## config.mk

```make
export PLATFORM = sky130hd
export DESIGN_NAME = utf8_final_byte_marker
export DESIGN_NICKNAME = d
export VERILOG_FILES = /design/src/ufm_pkg.sv /design/src/ufm_cell.sv /design/src/ufm_out.sv /design/src/utf8_final_byte_marker.sv
export SDC_FILE = /design/constraint.sdc
export NUM_CORES = 1
export LEC_CHECK = 0
export BUFFER_PORTS_ARGS = -buffer_cell sky130_fd_sc_hd__buf_2
export CORE_AREA = 4 4 52 54
export DETAILED_ROUTE_END_ITERATION = 10
export DIE_AREA = 0 0 56 58
export PLACE_DENSITY = 0.76
export SETUP_SLACK_MARGIN = 0.5
export SYNTH_ARGS = -nofsm -noshare
export SYNTH_HDL_FRONTEND = slang
export SYNTH_HIERARCHICAL = 1
export SYNTH_SLANG_ARGS = --single-unit
```

## constraint.sdc

```tcl
create_clock -name clk -period 1.5 [get_ports clk]
set_input_delay 0.225 -clock clk [delete_from_list [all_inputs] [get_ports clk]]
set_output_delay 0.225 -clock clk [all_outputs]
set_load 0.005 [all_outputs]
```

## src/ufm_pkg.sv

```systemverilog
// Shared types, constants and the classifier function for the UTF-8 final byte marker.
// Holds the per-byte class record and the classifier used by the history chain.
// No dependencies.
package ufm_pkg;

    localparam int unsigned HIST_DEPTH = 3;
    localparam int unsigned BYTE_W     = 8;

    localparam logic [BYTE_W-1:0] LEAD2_LO = 8'hC2;
    localparam logic [BYTE_W-1:0] LEAD2_HI = 8'hDF;
    localparam logic [BYTE_W-1:0] LEAD3_LO = 8'hE0;
    localparam logic [BYTE_W-1:0] LEAD3_HI = 8'hEF;
    localparam logic [BYTE_W-1:0] LEAD4_LO = 8'hF0;
    localparam logic [BYTE_W-1:0] LEAD4_HI = 8'hF4;
    localparam logic [BYTE_W-1:0] BYTE_E0  = 8'hE0;
    localparam logic [BYTE_W-1:0] BYTE_ED  = 8'hED;
    localparam logic [BYTE_W-1:0] BYTE_F0  = 8'hF0;
    localparam logic [BYTE_W-1:0] BYTE_F4  = 8'hF4;

    typedef struct packed {
        logic lead2;
        logic lead3;
        logic lead4;
        logic is_e0;
        logic is_ed;
        logic is_f0;
        logic is_f4;
    } byte_class_t;

    function automatic byte_class_t classify(input logic [BYTE_W-1:0] b);
        byte_class_t k;
        k.lead2 = (b >= LEAD2_LO) && (b <= LEAD2_HI);
        k.lead3 = (b >= LEAD3_LO) && (b <= LEAD3_HI);
        k.lead4 = (b >= LEAD4_LO) && (b <= LEAD4_HI);
        k.is_e0 = (b == BYTE_E0);
        k.is_ed = (b == BYTE_ED);
        k.is_f0 = (b == BYTE_F0);
        k.is_f4 = (b == BYTE_F4);
        return k;
    endfunction

endpackage

```

## src/ufm_cell.sv

```systemverilog
// One history cell of the UTF-8 final byte marker chain.
// Holds the class record of one past byte and passes it on each beat.
// Depends on ufm_pkg.
module ufm_cell
(
    input  logic                 clk,
    input  logic                 rst_n,
    input  logic                 shift,
    input  ufm_pkg::byte_class_t class_in,
    output ufm_pkg::byte_class_t class_out
);

    ufm_pkg::byte_class_t class_reg;
    ufm_pkg::byte_class_t class_next;

    always_comb
    begin
        class_next = shift ? class_in : class_reg;
    end

    always_ff @(posedge clk or negedge rst_n)
    begin
        if (!rst_n)
        begin
            class_reg <= '0;
        end
        else
        begin
            class_reg <= class_next;
        end
    end

    assign class_out = class_reg;

endmodule

```

## src/ufm_out.sv

```systemverilog
// Output register stage of the UTF-8 final byte marker.
// Holds one result beat and lets a new input beat in while it drains.
// Depends on nothing outside this file.
module ufm_out
(
    input  logic       clk,
    input  logic       rst_n,
    input  logic       load,
    input  logic       flag_in,
    output logic       can_load,
    output logic       m_tvalid,
    input  logic       m_tready,
    output logic [7:0] m_tdata
);

    logic valid_reg;
    logic valid_next;
    logic flag_reg;
    logic flag_next;

    assign can_load = !valid_reg || m_tready;

    always_comb
    begin
        valid_next = valid_reg;
        flag_next  = flag_reg;
        if (load)
        begin
            valid_next = 1'b1;
            flag_next  = flag_in;
        end
        else if (m_tready)
        begin
            valid_next = 1'b0;
        end
    end

    always_ff @(posedge clk or negedge rst_n)
    begin
        if (!rst_n)
        begin
            valid_reg <= 1'b0;
        end
        else
        begin
            valid_reg <= valid_next;
        end
    end

    always_ff @(posedge clk)
    begin
        flag_reg <= flag_next;
    end

    assign m_tvalid = valid_reg;
    assign m_tdata  = {7'b0, flag_reg};

endmodule

```

## src/utf8_final_byte_marker.sv

```systemverilog
// Top level of the UTF-8 final byte marker.
// Judges each byte against a chain of three history cells; uses ufm_pkg, ufm_cell, ufm_out.
//
//   Channel  Dir  Payload (low bit up)       Width
//   s_*      in   data_byte                  8
//   m_*      out  is_final, zero pad         8
//
// One byte is taken every cycle while the output register can load; its flag appears in the cycle after the input beat.
// The judgement is one level of compare logic on the byte and the three history cells.
// Reset clears the history to zero bytes and empties the output register.
// A stalled output register holds its beat; the input is taken as soon as it drains.
module utf8_final_byte_marker
(
    input  logic       clk,
    input  logic       rst_n,
    input  logic       s_tvalid,
    output logic       s_tready,
    input  logic [7:0] s_tdata,   // [7:0] data_byte
    output logic       m_tvalid,
    input  logic       m_tready,
    output logic [7:0] m_tdata    // [0] is_final, [7:1] zero
);

    localparam int unsigned DEPTH = ufm_pkg::HIST_DEPTH;

    ufm_pkg::byte_class_t hist [DEPTH+1];
    ufm_pkg::byte_class_t cur;
    logic accept;
    logic can_load;
    logic is_lead;
    logic is_cont;
    logic legal_lead;
    logic slot_open;
    logic non_final;
    logic excluded;
    logic invalid;
    logic is_final;

    assign s_tready = can_load;
    assign accept   = s_tvalid && can_load;
    assign cur      = ufm_pkg::classify(s_tdata);
    assign hist[0]  = cur;

    for (genvar i = 0; i < DEPTH; i++)
    begin : g_cell
        ufm_cell u_cell
        (
            .clk       (clk),
            .rst_n     (rst_n),
            .shift     (accept),
            .class_in  (hist[i]),
            .class_out (hist[i+1])
        );
    end

    always_comb
    begin
        is_lead    = (s_tdata[7:6] == 2'b11);
        is_cont    = (s_tdata[7:6] == 2'b10);
        legal_lead = cur.lead2 || cur.lead3 || cur.lead4;
        slot_open  = hist[1].lead2 || hist[1].lead3 || hist[2].lead3 ||
                     hist[1].lead4 || hist[2].lead4 || hist[3].lead4;
        non_final  = is_lead || hist[1].lead3 || hist[1].lead4 || hist[2].lead4;
        excluded   = (hist[1].is_e0 && (s_tdata[7:5] == 3'b100)) ||
                     (hist[1].is_ed && (s_tdata[7:5] == 3'b101)) ||
                     (hist[1].is_f0 && (s_tdata[7:4] == 4'b1000)) ||
                     (hist[1].is_f4 && is_cont && (s_tdata[7:4] != 4'b1000));
        invalid    = (is_lead != legal_lead) || (slot_open != is_cont) || excluded;
        is_final   = !(non_final && !invalid);
    end

    ufm_out u_out
    (
        .clk      (clk),
        .rst_n    (rst_n),
        .load     (accept),
        .flag_in  (is_final),
        .can_load (can_load),
        .m_tvalid (m_tvalid),
        .m_tready (m_tready),
        .m_tdata  (m_tdata)
    );

    a_accept_gives_beat: assert property (@(posedge clk) disable iff (!rst_n)
        accept |=> m_tvalid)
        else $error("accepted byte produced no output beat");

    a_ascii_final: assert property (@(posedge clk) disable iff (!rst_n)
        accept && !s_tdata[7] |=> m_tdata[0])
        else $error("ASCII byte not flagged final");

    a_bad_lead_final: assert property (@(posedge clk) disable iff (!rst_n)
        accept && (s_tdata[7:1] == 7'b1100000) |=> m_tdata[0])
        else $error("C0/C1 lead not flagged final");

    a_legal_lead_open: assert property (@(posedge clk) disable iff (!rst_n)
        accept && cur.lead2 && !slot_open |=> !m_tdata[0])
        else $error("legal lead with no open slot flagged final");

endmodule
```

==> flow_metrics.tcl, run 1 <==
set metrics [dict create \
    status "complete, no violations" \
    nFillCells 219 \
    portBuffers 14 \
    gp_congestion 0.823 \
    layout_commonest_cell "buf_2" \
    wl_um 1490 \
    drtAntennaViolNets 0 \
    cts_tree "done" \
    end_kind "flip-flop" \
    crit_type "reg2reg" \
    ir_drop_uv 430 \
    wl_per_cell_um 13.7 \
    crit_path_top_delay_cell "dfrtp_1" \
    viasPerCell 4.82 \
    worstHoldStart "m_tready" \
    cts.reportedPaths.clkPinSlew_ns 0.08 \
    io_pins 22 \
    vias 525 \
    maxCapViolCount 0 \
    numCtsBuffers 3 \
    critical-path-max-stage-delay_ns 0.41 \
    syn_area_um2 736 \
    htree_num_levels 1 \
    final_cell_mix "13 x buf_2, 11 x dfrtp_1, 10 x mux2_4, 7 x conb_1" \
    hp-class "in2reg" \
    worstRegToRegCells 4 \
    cp_max_fo 3 \
    required_ns 1.53 \
    core_area_um2 2210 \
    cp.arrival_ns 1.52 \
    area_growth_pct 19.2 \
    die_w_um 56 \
    clock_latency_ns 0.28 \
    reg2reg_from "g_cell[1].u_cell/class_out[4]" \
    dp_slack_ns 0.0237 \
    grt_pass1_vias 559 \
    fin_skew_ns 0.00451 \
    crit_chain "nor3_2 > and3_4 > o21ai_2 > or3_1" \
    first_pass_iters 4 \
    hold_slack_ns 0.238 \
    drc 0 \
    finalSetupViolCount 0 \
    drtIter0Drc 8 \
    path_buf_inv 0 \
    grtUsageTotal_pct 10.3 \
    post-route-period-util_pct 99.6 \
    critPathLaunchType "flip-flop" \
    die_y_um 58 \
    setup_ws_ns 0.00641 \
    timing.reg2reg.setup_slack_ns 0.006 \
    drive_gt1_share_pct 49.4 \
    p_per_area_nw_per_um2 860 \
    finalHoldViolCount 0 \
    fmax_ghz 0.670 \
    start_util_pct 33.3 \
    cts_sinks 12 \
    die-area_um2 3250 \
    synthCells 63 \
    crit_family "simple AND/OR/NAND/NOR gates" \
    grt_pass1_wl_um 2530 \
    finalCriticalPeriod_ns 1.49 \
    hold_path_depth 3 \
    cts_max_path_buffers 2 \
    root_buffer "clkbuf_4" \
    r2r_end "u_out/flag_reg" \
    min_to "u_out/m_tvalid" \
    antenna_cells 0 \
    rsz0062_at_grt "yes" \
    dpl.hpwl_um 1050 \
    grt_max_degree 12 \
    grt.overflow.total 0 \
    nets 94 \
    yosys_warnings 6 \
    slew_viol_final 0 \
    largest_reg_flops 10 \
    power.leakage_nw 0.425 \
    grt_antenna_before_repair 0 \
    rows 17 \
    synth.avg_cell_area_um2 11.7 \
]
timing repair:
item                                    in CTS  in global routing
hold buffers                                 1                  0
gates cloned                                 1                  0
resized for setup                            4                  3
endpoints found under the hold margin       11                  0
endpoints found under the setup margin      15                 15
setup buffers                                2                  1
pin swaps                                    2                  6
worst max path at each step:
stage / from / cells after the start / end
4_1_cts: g_cell[0].u_cell/class_out[5] / 4 / u_out/flag_reg
3_5_place_dp: s_tdata[6] / 5 / u_out/flag_reg
5_1_grt: g_cell[1].u_cell/class_out[4] / 4 / u_out/flag_reg
2_1_floorplan: g_cell[0].u_cell/class_out[5] / 4 / u_out/flag_reg
6_report: g_cell[1].u_cell/class_out[4] / 4 / u_out/flag_reg
3_3_place_gp: g_cell[0].u_cell/class_out[5] / 4 / u_out/flag_reg
report_power, final:
group | leakage [nW] | internal (mW) | switching, mW | total (mW)
combinational | 0.246 | 0.0731 | 0.0656 | 0.139
clock | 0.0210 | 0.148 | 0.118 | 0.266
sequential | 0.158 | 0.340 | 0.00972 | 0.350
tightest hold or removal path, cell delays in order:
cell and delay [ns]:
buf_2 0.08, nand2b_4 0.14, nand2b_2 0.05
per-layer routing:
layer	track usage [%]	part of all wire, %
met5	0	0
met1	10.8	40
met2	18.0	50
met3	2.45	6.4
met4	7.12	3.2
per-stage QoR:
step	TNS, ns	cell area (um^2)	power (mW)	utilization (%)	cells
finish	0	877	0.754	39.6	109
global route	-0.0456	877	0.797	39.6	109
CTS	0	862	0.744	39.0	108
detailed placement	0	777	0.466	35.1	100
global placement	0	777	0.461	35.1	100
floorplan	0	766	0.448	-	69
layout make-up:
class | count | area [um^2] | area share (%)
clock buffers | 4 | 36.3 | 4.14
repair buffers | 18 | 113 | 12.8
inverters | 2 | 7.51 | 0.856
flip-flops and latches | 12 | 305 | 34.8
well taps | 28 | 35.0 | 3.99
multi-input cells | 45 | 380 | 43.4
Power figures use the tool's default switching activity.
==> run 2: changes to the inputs <==
--- a/config.mk
+++ b/config.mk
@@ -6,9 +6,10 @@
 export NUM_CORES = 1
 export LEC_CHECK = 0
+export ABC_AREA = 1
 export BUFFER_PORTS_ARGS = -buffer_cell sky130_fd_sc_hd__buf_2
 export CORE_AREA = 4 4 52 54
 export DETAILED_ROUTE_END_ITERATION = 10
 export DIE_AREA = 0 0 56 58
-export PLACE_DENSITY = 0.76
+export PLACE_DENSITY = 0.77
 export SETUP_SLACK_MARGIN = 0.5
 export SYNTH_ARGS = -nofsm -noshare
==> constraint.sdc (replaced) <==
create_clock -name clk -period 1.5 [get_ports clk]
set_input_delay 0.3 -clock clk [delete_from_list [all_inputs] [get_ports clk]]
set_output_delay 0.3 -clock clk [all_outputs]
set_load 0.005 [all_outputs]
==> run 2 against run 1 <==
Net effect: sequential cell count unchanged; critical endpoint is now s_tready; synthesized cell count up 90%; worst hold slack better by 0.051 ns; die area stayed put; critical path depth down 2; largest cell class unchanged.
==> flow_metrics.tcl, run 2 <==
set metrics [dict create \
    synth.avg_cell_area_um2 6.66 \
    cts_max_path_buffers 2 \
    drtIter0Drc 10 \
    reg2reg_from "g_cell[0].u_cell/class_out[4]" \
    grt_antenna_before_repair 0 \
    power.leakage_nw 0.572 \
    setup_ws_ns 0.302 \
    wl_per_cell_um 9.90 \
    p_clk_share_pct 30.9 \
    ir_drop_uv 387 \
    cts_sinks 12 \
    maxCapViolCount 0 \
    layout_commonest_cell "nand2_1" \
    critPathLaunchType "flip-flop" \
    core_area_um2 2210 \
    viasPerCell 4.22 \
    critical-path-max-stage-delay_ns 0.39 \
    pwr-share-comb_pct 20.6 \
    finalHoldViolCount 0 \
    fin_skew_ns 0.00462 \
    fmax_ghz 0.835 \
    setup_total_negative_slack_ns 0 \
    r2r_end "u_out/flag_reg" \
    p_sw_share_pct 30.0 \
    rows 17 \
    hp-class "in2reg" \
    dp_slack_ns 0.287 \
    timing.reg2reg.setup_slack_ns 0.31 \
    slew_viol_final 0 \
    grt_pass1_vias 652 \
    required_ns 1.20 \
    final_util_pct 42.8 \
    rsz0062_at_grt "yes" \
    drc 0 \
    cp_max_fo 3 \
    die_w_um 56 \
    portBuffers 14 \
    clock_latency_ns 0.28 \
    nets 154 \
    intPower_mw 0.500 \
    end_kind "output port" \
    yosys_warnings 6 \
    cp.arrival_ns 0.90 \
    critPathLaunch "u_out/m_tvalid" \
    finalCriticalPeriod_ns 1.20 \
    die_y_um 58 \
    drive_gt1_share_pct 29.8 \
    grt_pass1_wl_um 2530 \
    gp_congestion 0.797 \
    finalSetupViolCount 0 \
    root_buffer "clkbuf_4" \
    die-area_um2 3250 \
    htree_num_levels 1 \
    first_pass_iters 4 \
    area_growth_pct 18.3 \
    cts_tree "done" \
    endpoint "s_tready" \
    p_seq_share_pct 48.6 \
    switchingPower_mw 0.214 \
    io_pins 22 \
    p_per_area_nw_per_um2 756 \
    dpl.hpwl_um 1090 \
    final_cell_mix "46 x nand2_1, 16 x inv_1, 14 x buf_2, 11 x dfrtp_1, 10 x nor2_1" \
    post-route-period-util_pct 79.8 \
    cts.reportedPaths.clkPinSlew_ns 0.08 \
    grt_max_degree 16 \
    worstRegToRegCells 8 \
    crit_path_top_delay_cell "dfrtp_1" \
    synthCells 120 \
    start_util_pct 36.1 \
    grt.overflow.total 0 \
    crit_type "reg2out" \
    crit_chain "nand2_2 > buf_2" \
    grtUsageTotal_pct 9.99 \
    drtAntennaViolNets 0 \
    largest_reg_flops 10 \
    status "complete, no violations" \
    antenna_cells 0 \
    vias 714 \
    numCtsBuffers 3 \
    totalPowerFinal_mw 0.715 \
    syn_area_um2 800 \
    wl_um 1670 \
]
[run 2: worst min-delay path by stage]
stage	from	endpoint	slack [ns]	cells past startpoint
floorplan	rst_n	g_cell[0].u_cell/class_out[0]	0.004	0
global placement	rst_n	u_out/m_tvalid	0.18	1
global route	s_tdata[1]	g_cell[0].u_cell/class_out[2]	0.31	4
finish	s_tdata[1]	g_cell[0].u_cell/class_out[2]	0.29	4
detailed placement	rst_n	u_out/m_tvalid	0.19	1
CTS	s_tdata[1]	g_cell[0].u_cell/class_out[2]	0.29	4
[run 2: routing by layer]
metal  routed length [um]  GRT usage (%)
met1                  709           10.7
met2                  866           17.0
met3                   40           2.00
met4                   56           8.14
met5                    0              0
[run 2: through the flow]
step                      instance area (um^2)  hold WS, ns  cells
after floorplan                            825      0.00441    126
final                                      946        0.289    169
after global routing                       946        0.308    169
after detailed placement                   836        0.189    157
after CTS                                  890        0.287    164
after global placement                     836        0.178    157
[run 2: final cells by class]
class,count,area (um^2)
multi-input combinational,78,342
tap,28,35.0
sequential,12,305
timing repair buffer,21,125
fill,222,1270
inverter,25,106
clock buffer,4,26.3
timing repair inverter,1,6.26
[run 2: power by group through the flow]
stage | Clock (mW) | Sequential (mW) | Combinational [mW]
2_1_floorplan | 0 | 0.353 | 0.101
3_3_place_gp | 0 | 0.353 | 0.113
3_5_place_dp | 0 | 0.354 | 0.116
4_1_cts | 0.221 | 0.347 | 0.123
5_1_grt | 0.235 | 0.349 | 0.167
6_report | 0.221 | 0.347 | 0.147
[run 2: repair_timing]
item	4_1_cts	5_1_grt
gates resized for setup	1	10
buffers inserted	2	4
hold buffers	1	0
hold endpoints to repair	11	0
cloned	0	1
pin swaps	0	6
setup endpoints to repair	15	15
[run 2: critical path, delay by kind of cell, from the launching register on]
kind,cells,cell delay [ns]
simple gates,1,0.11
flops,1,0.39
buf+inv,1,0.12
